$ cat src/trt_pkg.sv
package trt_pkg;

    localparam int unsigned MAX_FACTOR = 6;
    localparam int unsigned FACTOR_W = 3;
    localparam int unsigned WEIGHT_W = 17;
    localparam int unsigned NUM_WEIGHTS = 9;
    localparam int unsigned FRAC_BITS = 16;

    // one corner of a sub-triangle: ring level, ring side, position along it, segments
    typedef struct packed {
        logic [1:0]          level;
        logic [1:0]          side;
        logic [FACTOR_W-1:0] pos;
        logic [FACTOR_W-1:0] segs;
    } corner_t;

    // ceil(2^32 / (6*m)) for m = rings * segs; quotient by multiply is exact for our range
    localparam logic [31:0] RECIP_TAB [0:18] = '{
        32'd0,
        32'((64'd4294967296 + 64'd5) / 64'd6),
        32'((64'd4294967296 + 64'd11) / 64'd12),
        32'((64'd4294967296 + 64'd17) / 64'd18),
        32'((64'd4294967296 + 64'd23) / 64'd24),
        32'((64'd4294967296 + 64'd29) / 64'd30),
        32'((64'd4294967296 + 64'd35) / 64'd36),
        32'((64'd4294967296 + 64'd41) / 64'd42),
        32'((64'd4294967296 + 64'd47) / 64'd48),
        32'((64'd4294967296 + 64'd53) / 64'd54),
        32'((64'd4294967296 + 64'd59) / 64'd60),
        32'((64'd4294967296 + 64'd65) / 64'd66),
        32'((64'd4294967296 + 64'd71) / 64'd72),
        32'((64'd4294967296 + 64'd77) / 64'd78),
        32'((64'd4294967296 + 64'd83) / 64'd84),
        32'((64'd4294967296 + 64'd89) / 64'd90),
        32'((64'd4294967296 + 64'd95) / 64'd96),
        32'((64'd4294967296 + 64'd101) / 64'd102),
        32'((64'd4294967296 + 64'd107) / 64'd108)
    };

    function automatic logic [FACTOR_W-1:0] clamp_factor(input logic [FACTOR_W-1:0] v);
        logic [FACTOR_W-1:0] r;
        begin
            if (v == '0)
                r = FACTOR_W'(1);
            else if (v > FACTOR_W'(MAX_FACTOR))
                r = FACTOR_W'(MAX_FACTOR);
            else
                r = v;
            return r;
        end
    endfunction

    // an inner side with no segments stands for its first corner
    function automatic corner_t mk_corner(input logic [1:0] level, input logic [1:0] side,
                                          input logic [FACTOR_W-1:0] pos,
                                          input logic [FACTOR_W-1:0] segs);
        corner_t c;
        begin
            c.level = level;
            c.side  = side;
            if (segs == '0)
            begin
                c.pos  = '0;
                c.segs = FACTOR_W'(1);
            end
            else
            begin
                c.pos  = pos;
                c.segs = segs;
            end
            return c;
        end
    endfunction

endpackage

$ cat src/triangle_ring_tessellator_core.sv
// after the start transaction is accepted, each triangle is selected in S_TRI, then its weights are computed in S_DIV
// a request yields 1..54 triangles, produced one at a time: the next one is not selected until the last one is stored
// weights go through the single shared 24x32 reciprocal multiplier, one weight per cycle
// busy stays high until the last triangle's strobe; results cannot be stalled
// asynchronous active-low reset returns the sequencer to idle with no strobe pending
module triangle_ring_tessellator_core (
    input  logic        clk,
    input  logic        rst_n,
    input  logic        start,
    input  logic [2:0]  edge_factor_a,
    input  logic [2:0]  edge_factor_b,
    input  logic [2:0]  edge_factor_c,
    input  logic [2:0]  inner_factor,
    output logic        busy,
    output logic        result_valid,
    output logic [16:0] corner_a_w0,
    output logic [16:0] corner_a_w1,
    output logic [16:0] corner_a_w2,
    output logic [16:0] corner_b_w0,
    output logic [16:0] corner_b_w1,
    output logic [16:0] corner_b_w2,
    output logic [16:0] corner_c_w0,
    output logic [16:0] corner_c_w1,
    output logic [16:0] corner_c_w2,
    output logic        last_triangle
);

    localparam logic [1:0] S_IDLE = 2'd0;
    localparam logic [1:0] S_TRI  = 2'd1;
    localparam logic [1:0] S_DIV  = 2'd2;

    localparam int unsigned FW = trt_pkg::FACTOR_W;
    localparam int unsigned WW = trt_pkg::WEIGHT_W;
    localparam int unsigned NW = trt_pkg::NUM_WEIGHTS;

    logic [1:0]     state_reg, state_next;
    logic [FW-1:0]  ea_reg, eb_reg, ec_reg, fc_reg;
    logic [1:0]     rings_reg;
    logic [1:0]     r_reg, r_next;
    logic [1:0]     side_reg, side_next;
    logic [FW-1:0]  ip_reg, ip_next;
    logic [FW-1:0]  op_reg, op_next;
    logic           last_tri_reg, last_tri_next;
    trt_pkg::corner_t corner_reg [0:2];
    trt_pkg::corner_t corner_next [0:2];

    logic [3:0]     idx_reg, idx_next;
    logic [1:0]     c_reg, c_next;
    logic [1:0]     k_reg, k_next;
    logic           p_vld_reg, p_vld_next;
    logic           m_vld_reg, m_vld_next;
    logic [3:0]     p_idx_reg;
    logic [3:0]     m_idx_reg;
    logic [23:0]    num_reg;
    logic [31:0]    rc_reg;
    logic [55:0]    prod_reg;
    logic [WW-1:0]  w_reg [0:NW-1];
    logic           strobe_reg, strobe_next;
    logic           last_reg;

    // input clamping
    logic [FW-1:0]  ea_c, eb_c, ec_c, fc_c, fc_raised;
    logic           accept;

    assign ea_c = trt_pkg::clamp_factor(edge_factor_a);
    assign eb_c = trt_pkg::clamp_factor(edge_factor_b);
    assign ec_c = trt_pkg::clamp_factor(edge_factor_c);
    assign fc_c = trt_pkg::clamp_factor(inner_factor);
    assign fc_raised = ((ea_c > FW'(1) || eb_c > FW'(1) || ec_c > FW'(1)) && fc_c < FW'(2))
                       ? FW'(2) : fc_c;
    assign accept = start && !busy;

    // triangle selection
    logic [1:0]     rem;
    logic [FW-1:0]  need;
    logic           stitch_mode;
    logic           final_ring;
    logic [FW-1:0]  si, so, edge_sel;
    logic [5:0]     t0, t1, t2, t3, s_in, s_out;
    logic           adv_inner;
    logic [FW-1:0]  ip_adv, op_adv;
    logic [1:0]     r_up;

    always_comb
    begin
        rem         = rings_reg - r_reg;
        need        = {rem, 1'b0};
        stitch_mode = fc_reg >= need;
        si          = fc_reg - need;
        final_ring  = (r_reg == rings_reg - 2'd1);
        r_up        = r_reg + 2'd1;
        case (side_reg)
            2'd0:    edge_sel = ec_reg;
            2'd1:    edge_sel = ea_reg;
            default: edge_sel = eb_reg;
        endcase
        so     = final_ring ? edge_sel : si + FW'(2);
        t0     = 6'({3'b0, ip_reg} + 6'd2) * 6'({3'b0, so});
        t1     = 6'({3'b0, op_reg}) * 6'({3'b0, si} + 6'd2);
        t2     = 6'({3'b0, ip_reg} + 6'd1) * 6'({3'b0, so});
        t3     = 6'({3'b0, op_reg} + 6'd1) * 6'({3'b0, si} + 6'd2);
        s_in   = (t0 > t1) ? t0 - t1 : t1 - t0;
        s_out  = (t2 > t3) ? t2 - t3 : t3 - t2;
        ip_adv = ip_reg + FW'(1);
        op_adv = op_reg + FW'(1);
        if (op_reg == so)
            adv_inner = 1'b1;
        else if (ip_reg == si)
            adv_inner = 1'b0;
        else
            adv_inner = s_in < s_out;
    end

    // weight preparation for the corner and weight under the prep pointer
    trt_pkg::corner_t cw;
    logic [1:0]     ib;
    logic [1:0]     base;
    logic [3:0]     tq, ak, bk;
    logic [6:0]     n_val;
    logic [4:0]     m_val;
    logic [6:0]     den;
    logic [23:0]    num_val;

    always_comb
    begin
        cw      = corner_reg[c_reg];
        ib      = (cw.side == 2'd2) ? 2'd0 : cw.side + 2'd1;
        base    = rings_reg - cw.level;
        tq      = 4'(cw.level) * 4'd3;
        ak      = 4'(base) + ((k_reg == cw.side) ? tq : 4'd0);
        bk      = 4'(base) + ((k_reg == ib) ? tq : 4'd0);
        n_val   = 7'(cw.segs - cw.pos) * 7'(ak) + 7'(cw.pos) * 7'(bk);
        m_val   = 5'(rings_reg) * 5'(cw.segs);
        den     = 7'(m_val) * 7'd3;
        num_val = {n_val, 17'b0} + 24'(den);
    end

    always_comb
    begin
        state_next    = state_reg;
        r_next        = r_reg;
        side_next     = side_reg;
        ip_next       = ip_reg;
        op_next       = op_reg;
        last_tri_next = last_tri_reg;
        corner_next   = corner_reg;
        idx_next      = idx_reg;
        c_next        = c_reg;
        k_next        = k_reg;
        p_vld_next    = 1'b0;
        m_vld_next    = p_vld_reg;
        strobe_next   = 1'b0;
        unique case (state_reg)
            S_IDLE:
            begin
                if (accept)
                begin
                    state_next = S_TRI;
                    r_next     = 2'd0;
                    side_next  = 2'd0;
                    ip_next    = '0;
                    op_next    = '0;
                end
            end
            S_TRI:
            begin
                state_next = S_DIV;
                idx_next   = 4'd0;
                c_next     = 2'd0;
                k_next     = 2'd0;
                if (!stitch_mode)
                begin
                    // ring too small to stitch: one triangle through its three corners
                    corner_next[0] = trt_pkg::mk_corner(r_up, 2'd0, FW'(0), FW'(1));
                    corner_next[1] = trt_pkg::mk_corner(r_up, 2'd1, FW'(0), FW'(1));
                    corner_next[2] = trt_pkg::mk_corner(r_up, 2'd2, FW'(0), FW'(1));
                    r_next         = r_up;
                    last_tri_next  = final_ring;
                end
                else
                begin
                    last_tri_next = 1'b0;
                    if (adv_inner)
                    begin
                        corner_next[0] = trt_pkg::mk_corner(r_reg, side_reg, ip_adv, si);
                        corner_next[1] = trt_pkg::mk_corner(r_reg, side_reg, ip_reg, si);
                        corner_next[2] = trt_pkg::mk_corner(r_up, side_reg, op_reg, so);
                        ip_next        = ip_adv;
                    end
                    else
                    begin
                        corner_next[0] = trt_pkg::mk_corner(r_reg, side_reg, ip_reg, si);
                        corner_next[1] = trt_pkg::mk_corner(r_up, side_reg, op_reg, so);
                        corner_next[2] = trt_pkg::mk_corner(r_up, side_reg, op_adv, so);
                        op_next        = op_adv;
                    end
                    if (ip_next == si && op_next == so)
                    begin
                        ip_next = '0;
                        op_next = '0;
                        if (side_reg == 2'd2)
                        begin
                            side_next     = 2'd0;
                            r_next        = r_up;
                            last_tri_next = final_ring;
                        end
                        else
                        begin
                            side_next = side_reg + 2'd1;
                        end
                    end
                end
            end
            S_DIV:
            begin
                if (idx_reg < 4'(NW))
                begin
                    p_vld_next = 1'b1;
                    idx_next   = idx_reg + 4'd1;
                    if (k_reg == 2'd2)
                    begin
                        k_next = 2'd0;
                        c_next = c_reg + 2'd1;
                    end
                    else
                    begin
                        k_next = k_reg + 2'd1;
                    end
                end
                if (m_vld_reg && m_idx_reg == 4'(NW - 1))
                begin
                    strobe_next = 1'b1;
                    state_next  = last_tri_reg ? S_IDLE : S_TRI;
                end
            end
            default:
            begin
                state_next = S_IDLE;
            end
        endcase
    end

    always_ff @(posedge clk or negedge rst_n)
    begin
        if (!rst_n)
        begin
            state_reg    <= S_IDLE;
            r_reg        <= 2'd0;
            side_reg     <= 2'd0;
            ip_reg       <= '0;
            op_reg       <= '0;
            last_tri_reg <= 1'b0;
            idx_reg      <= 4'd0;
            c_reg        <= 2'd0;
            k_reg        <= 2'd0;
            p_vld_reg    <= 1'b0;
            m_vld_reg    <= 1'b0;
            strobe_reg   <= 1'b0;
        end
        else
        begin
            state_reg    <= state_next;
            r_reg        <= r_next;
            side_reg     <= side_next;
            ip_reg       <= ip_next;
            op_reg       <= op_next;
            last_tri_reg <= last_tri_next;
            idx_reg      <= idx_next;
            c_reg        <= c_next;
            k_reg        <= k_next;
            p_vld_reg    <= p_vld_next;
            m_vld_reg    <= m_vld_next;
            strobe_reg   <= strobe_next;
        end
    end

    // datapath: prep, shared multiply, store
    always_ff @(posedge clk)
    begin
        if (accept)
        begin
            ea_reg    <= ea_c;
            eb_reg    <= eb_c;
            ec_reg    <= ec_c;
            fc_reg    <= fc_raised;
            rings_reg <= 2'((4'(fc_raised) + 4'd1) >> 1);
        end
        corner_reg <= corner_next;
        if (p_vld_next)
        begin
            num_reg   <= num_val;
            rc_reg    <= trt_pkg::RECIP_TAB[m_val];
            p_idx_reg <= idx_reg;
        end
        if (p_vld_reg)
        begin
            prod_reg  <= 56'(num_reg) * 56'(rc_reg);
            m_idx_reg <= p_idx_reg;
        end
        if (m_vld_reg)
            w_reg[m_idx_reg] <= prod_reg[32 +: WW];
        if (strobe_next)
            last_reg <= last_tri_reg;
    end

    assign busy          = (state_reg != S_IDLE);
    assign result_valid  = strobe_reg;
    assign corner_a_w0   = w_reg[0];
    assign corner_a_w1   = w_reg[1];
    assign corner_a_w2   = w_reg[2];
    assign corner_b_w0   = w_reg[3];
    assign corner_b_w1   = w_reg[4];
    assign corner_b_w2   = w_reg[5];
    assign corner_c_w0   = w_reg[6];
    assign corner_c_w1   = w_reg[7];
    assign corner_c_w2   = w_reg[8];
    assign last_triangle = last_reg;

endmodule

$ cat config.mk
export PLATFORM = sky130hd
export DESIGN_NAME = triangle_ring_tessellator_core
export DESIGN_NICKNAME = d
export VERILOG_FILES = /design/src/trt_pkg.sv /design/src/triangle_ring_tessellator_core.sv
export SDC_FILE = /design/constraint.sdc
export NUM_CORES = 1
export LEC_CHECK = 0
export BUFFER_PORTS_ARGS = -buffer_cell sky130_fd_sc_hd__buf_4
export CAP_MARGIN = 5
export CORE_MARGIN = 4
export CORE_UTILIZATION = 60
export DETAILED_ROUTE_END_ITERATION = 12
export GPL_TIMING_DRIVEN = 0
export PLACE_DENSITY = 0.78
export SLEW_MARGIN = 20
export SYNTH_ARGS = -nofsm -noshare
export SYNTH_HDL_FRONTEND = slang
export SYNTH_SLANG_ARGS = --single-unit
$ cat constraint.sdc
create_clock -name clk -period 21.4 [get_ports clk]
set_input_delay 4.28 -clock clk [delete_from_list [all_inputs] [get_ports clk]]
set_output_delay 4.28 -clock clk [all_outputs]
set_load 0.02 [all_outputs]
==> metrics.log <==
INFO  metric status = finished clean
INFO  metric std_cell_core_area = 45,600 um^2
INFO  metric htree_levels = 1
INFO  metric post_synth_top_area_cell = edfxtp_1
INFO  metric max_stage_delay = 740 ps
INFO  metric multi_input_comb_area = 17,300 um^2
INFO  metric post_synthesis_adder_cell_area_fraction = 38.8%
INFO  metric largest_reg_flops = 153
INFO  metric timing.fmax = 98.5 MHz
INFO  metric synth-seq-area-share = 30.7%
INFO  metric drt_first_pass_iters = 7
INFO  metric post_cts.repair.setup_buffers = 0
INFO  metric synth_enable_flop_cells = 265
INFO  metric area_growth = 11.1%
INFO  metric dr_total_vias = 19,600
INFO  metric post_synth_inst_count = 2,595
INFO  metric cts_tree = yes
INFO  metric clock-sinks = 289
INFO  metric clk_pin_slew = 60 ps
INFO  metric route.detailed.drc = 0
INFO  metric ioPinCount = 171
INFO  metric residual_overflow_from_global_routing = 0
INFO  metric period_minus_slack = 10,150 ps
INFO  metric synthesis.nets = 3,267
INFO  metric synthSimpleGateAreaFrac = 13.1%
INFO  metric yosysTopAreaCellShare = 28.6%
INFO  metric final_worst_path_cycle_share = 47.4%
INFO  metric final_max_slew_viol_count = 0
INFO  metric crit_required = 21,800 ps
INFO  metric dpl.hpwl = 55,500 um
INFO  metric drt-total-wl = 68,400 um
INFO  metric clock_latency = 550 ps
INFO  metric design.final.nets = 3,478
INFO  metric crit_path_max_delay_cell_type = a31oi_1
INFO  metric layout_common_cells = 412 x inv_1, 343 x fa_1, 314 x ha_1
INFO  metric report.final.setup_viol = 0
INFO  metric final.fill_count = 3,396
INFO  metric die-width = 223 um
INFO  metric routabilityCongestion = 0.970
INFO  metric detail_route.iter0.violations = 1,353
INFO  metric compound_gate_fraction_of_synth_area = 6.39%
INFO  metric report.final.hold_viol_count = 0
INFO  metric pin_count_of_the_biggest_net_entering_global_routing = 32
INFO  metric postSynthAreaPerCell = 10.7 um^2
INFO  metric row_count = 78
INFO  metric cp_max_fanout = 10
INFO  metric arrival_time_at_the_worst_endpoint = 10,560 ps
INFO  metric portbufs = 170
INFO  metric antenna_cells_inserted = 0
INFO  metric flip_flop_cell_with_the_highest_count_after_synthesis = edfxtp_1
INFO  metric grt_first_pass_wirelength = 111,000 um
INFO  metric crit_path_frequent_cell = ha_1
INFO  metric kind_of_critical_path = flip-flop to flip-flop
INFO  metric antenna_left = 0
INFO  metric ys_async_sr_fraction = 8.30%
INFO  metric syn_area = 27,800 um^2
INFO  metric worst_clock_skew = 16.7 ps
INFO  metric clock_path_buffers = 3
INFO  metric die_area = 49,900 um^2
INFO  metric yosys_register_bits = 289
INFO  metric antenna_found_initial = 0
INFO  metric rsz_0062_raised_after_global_routing = false
INFO  metric sequential_standard_cell_area = 8560 um^2
INFO  metric cts-root-buf = clkbuf_16
INFO  metric critical_path.startpoint_type = flip-flop
INFO  metric mostFrequentLayoutCell = inv_1
INFO  metric yosys.area_share.xor_xnor = 2.81%
INFO  metric floorplan.initialDensity = 61.1%
INFO  metric critPathTopFamily = compound AO/OA/AOI/OAI gates
INFO  metric die_height = 223 um
INFO  metric final_layout_size_suffix_gt1_share = 9.27%
INFO  metric postCtsResizedCells = 0
INFO  metric synth_top_family_by_area = adder cells
INFO  metric vias_per_cell = 5.72
INFO  metric max_cap_viols = 0
INFO  metric synth.area.mux_share = 0.957%
INFO  metric cts-buffers-inserted = 27
INFO  metric yosys_warnings = 0
INFO  metric critPathBufInv = 7
INFO  metric endpoint_kind = flip-flop
INFO  metric slew-limit-headroom = 32.7%
INFO  metric grt_util_all_layers = 27.8%
INFO  metric worst_hold_path_type = flip-flop to flip-flop
INFO  metric post_synth_num_cell_types = 74
INFO  metric tightest_slew = 1010 ps
INFO  metric drt-wirelength-per-cell = 20.0 um
INFO  metric yosys-top-cells-area = edfxtp_1 29%, fa_1 25%, ha_1 14%, and2_1 5.8%, inv_1 5.6%
INFO  metric timing.setup.tns = 0 ps
INFO  metric grt_pass1_vias = 20,800
INFO  metric ctsHoldBuffers = 0
logic make-up after synthesis:
logic type,Yosys count
AOI/OAI and AO/OA,277
xor gates and xnor gates,86
adders and majority gates,657
buffers and inverters,528
DFF,289
muxes,26
and+or+nand+nor,732
layer usage:
layer	track usage [%]	vias to the layer above	routed length (um)
met5	0	-	0
met4	9.29	0	2670
met3	3.59	162	4860
met2	48.5	828	34100
met1	36.1	9840	26800
li1	-	8775	-
final timing paths:
path,from,end,slack [ps],depth (start not counted)
max,rings_reg[0],op_reg[0],11250,37
max reg2reg,rings_reg[0],op_reg[0],11250,37
max in group asynchronous,rst_n,m_vld_reg,17490,1
min reg2reg,p_idx_reg[0],m_idx_reg[0],420,0
min in group asynchronous,rst_n,side_reg[0],3650,1
min,p_idx_reg[0],m_idx_reg[0],420,0
cells in the mapped netlist, drive strengths merged (29+ instances only):
cell,instances
nand2,274
inv,413
clkbuf,104
xnor2,55
a21oi,85
and2,256
nor2,92
xor2,29
fa,343
ha,314
a21o,43
o21ai,59
edfxtp,265
metrics by stage:
stage	worst slack [ps]	instance area (um^2)	hold WS (ps)	cells	utilization, %
2_1_floorplan	13130	27800	400	2595	-
3_3_place_gp	11750	29900	407	3365	65.5
3_5_place_dp	11420	30100	405	3377	65.9
4_1_cts	11400	30900	419	3427	67.9
5_1_grt	10670	30900	425	3427	67.9
6_report	11250	30900	418	3427	67.9
layout make-up:
cell class                      instances  share of cell area (%)
Inverter                              413                    5.01
Tap cell                              600                    2.43
Clock buffer                           33                    2.32
Clock inverter                         17                   0.534
Buffer                                115                    1.44
Multi-Input combinational cell       1778                    56.0
Sequential cell                       289                    27.7
Timing Repair Buffer                  182                    4.62
Power is not shown: default switching activity piles up to over one toggle a cycle in this logic, so the estimate is an artifact.
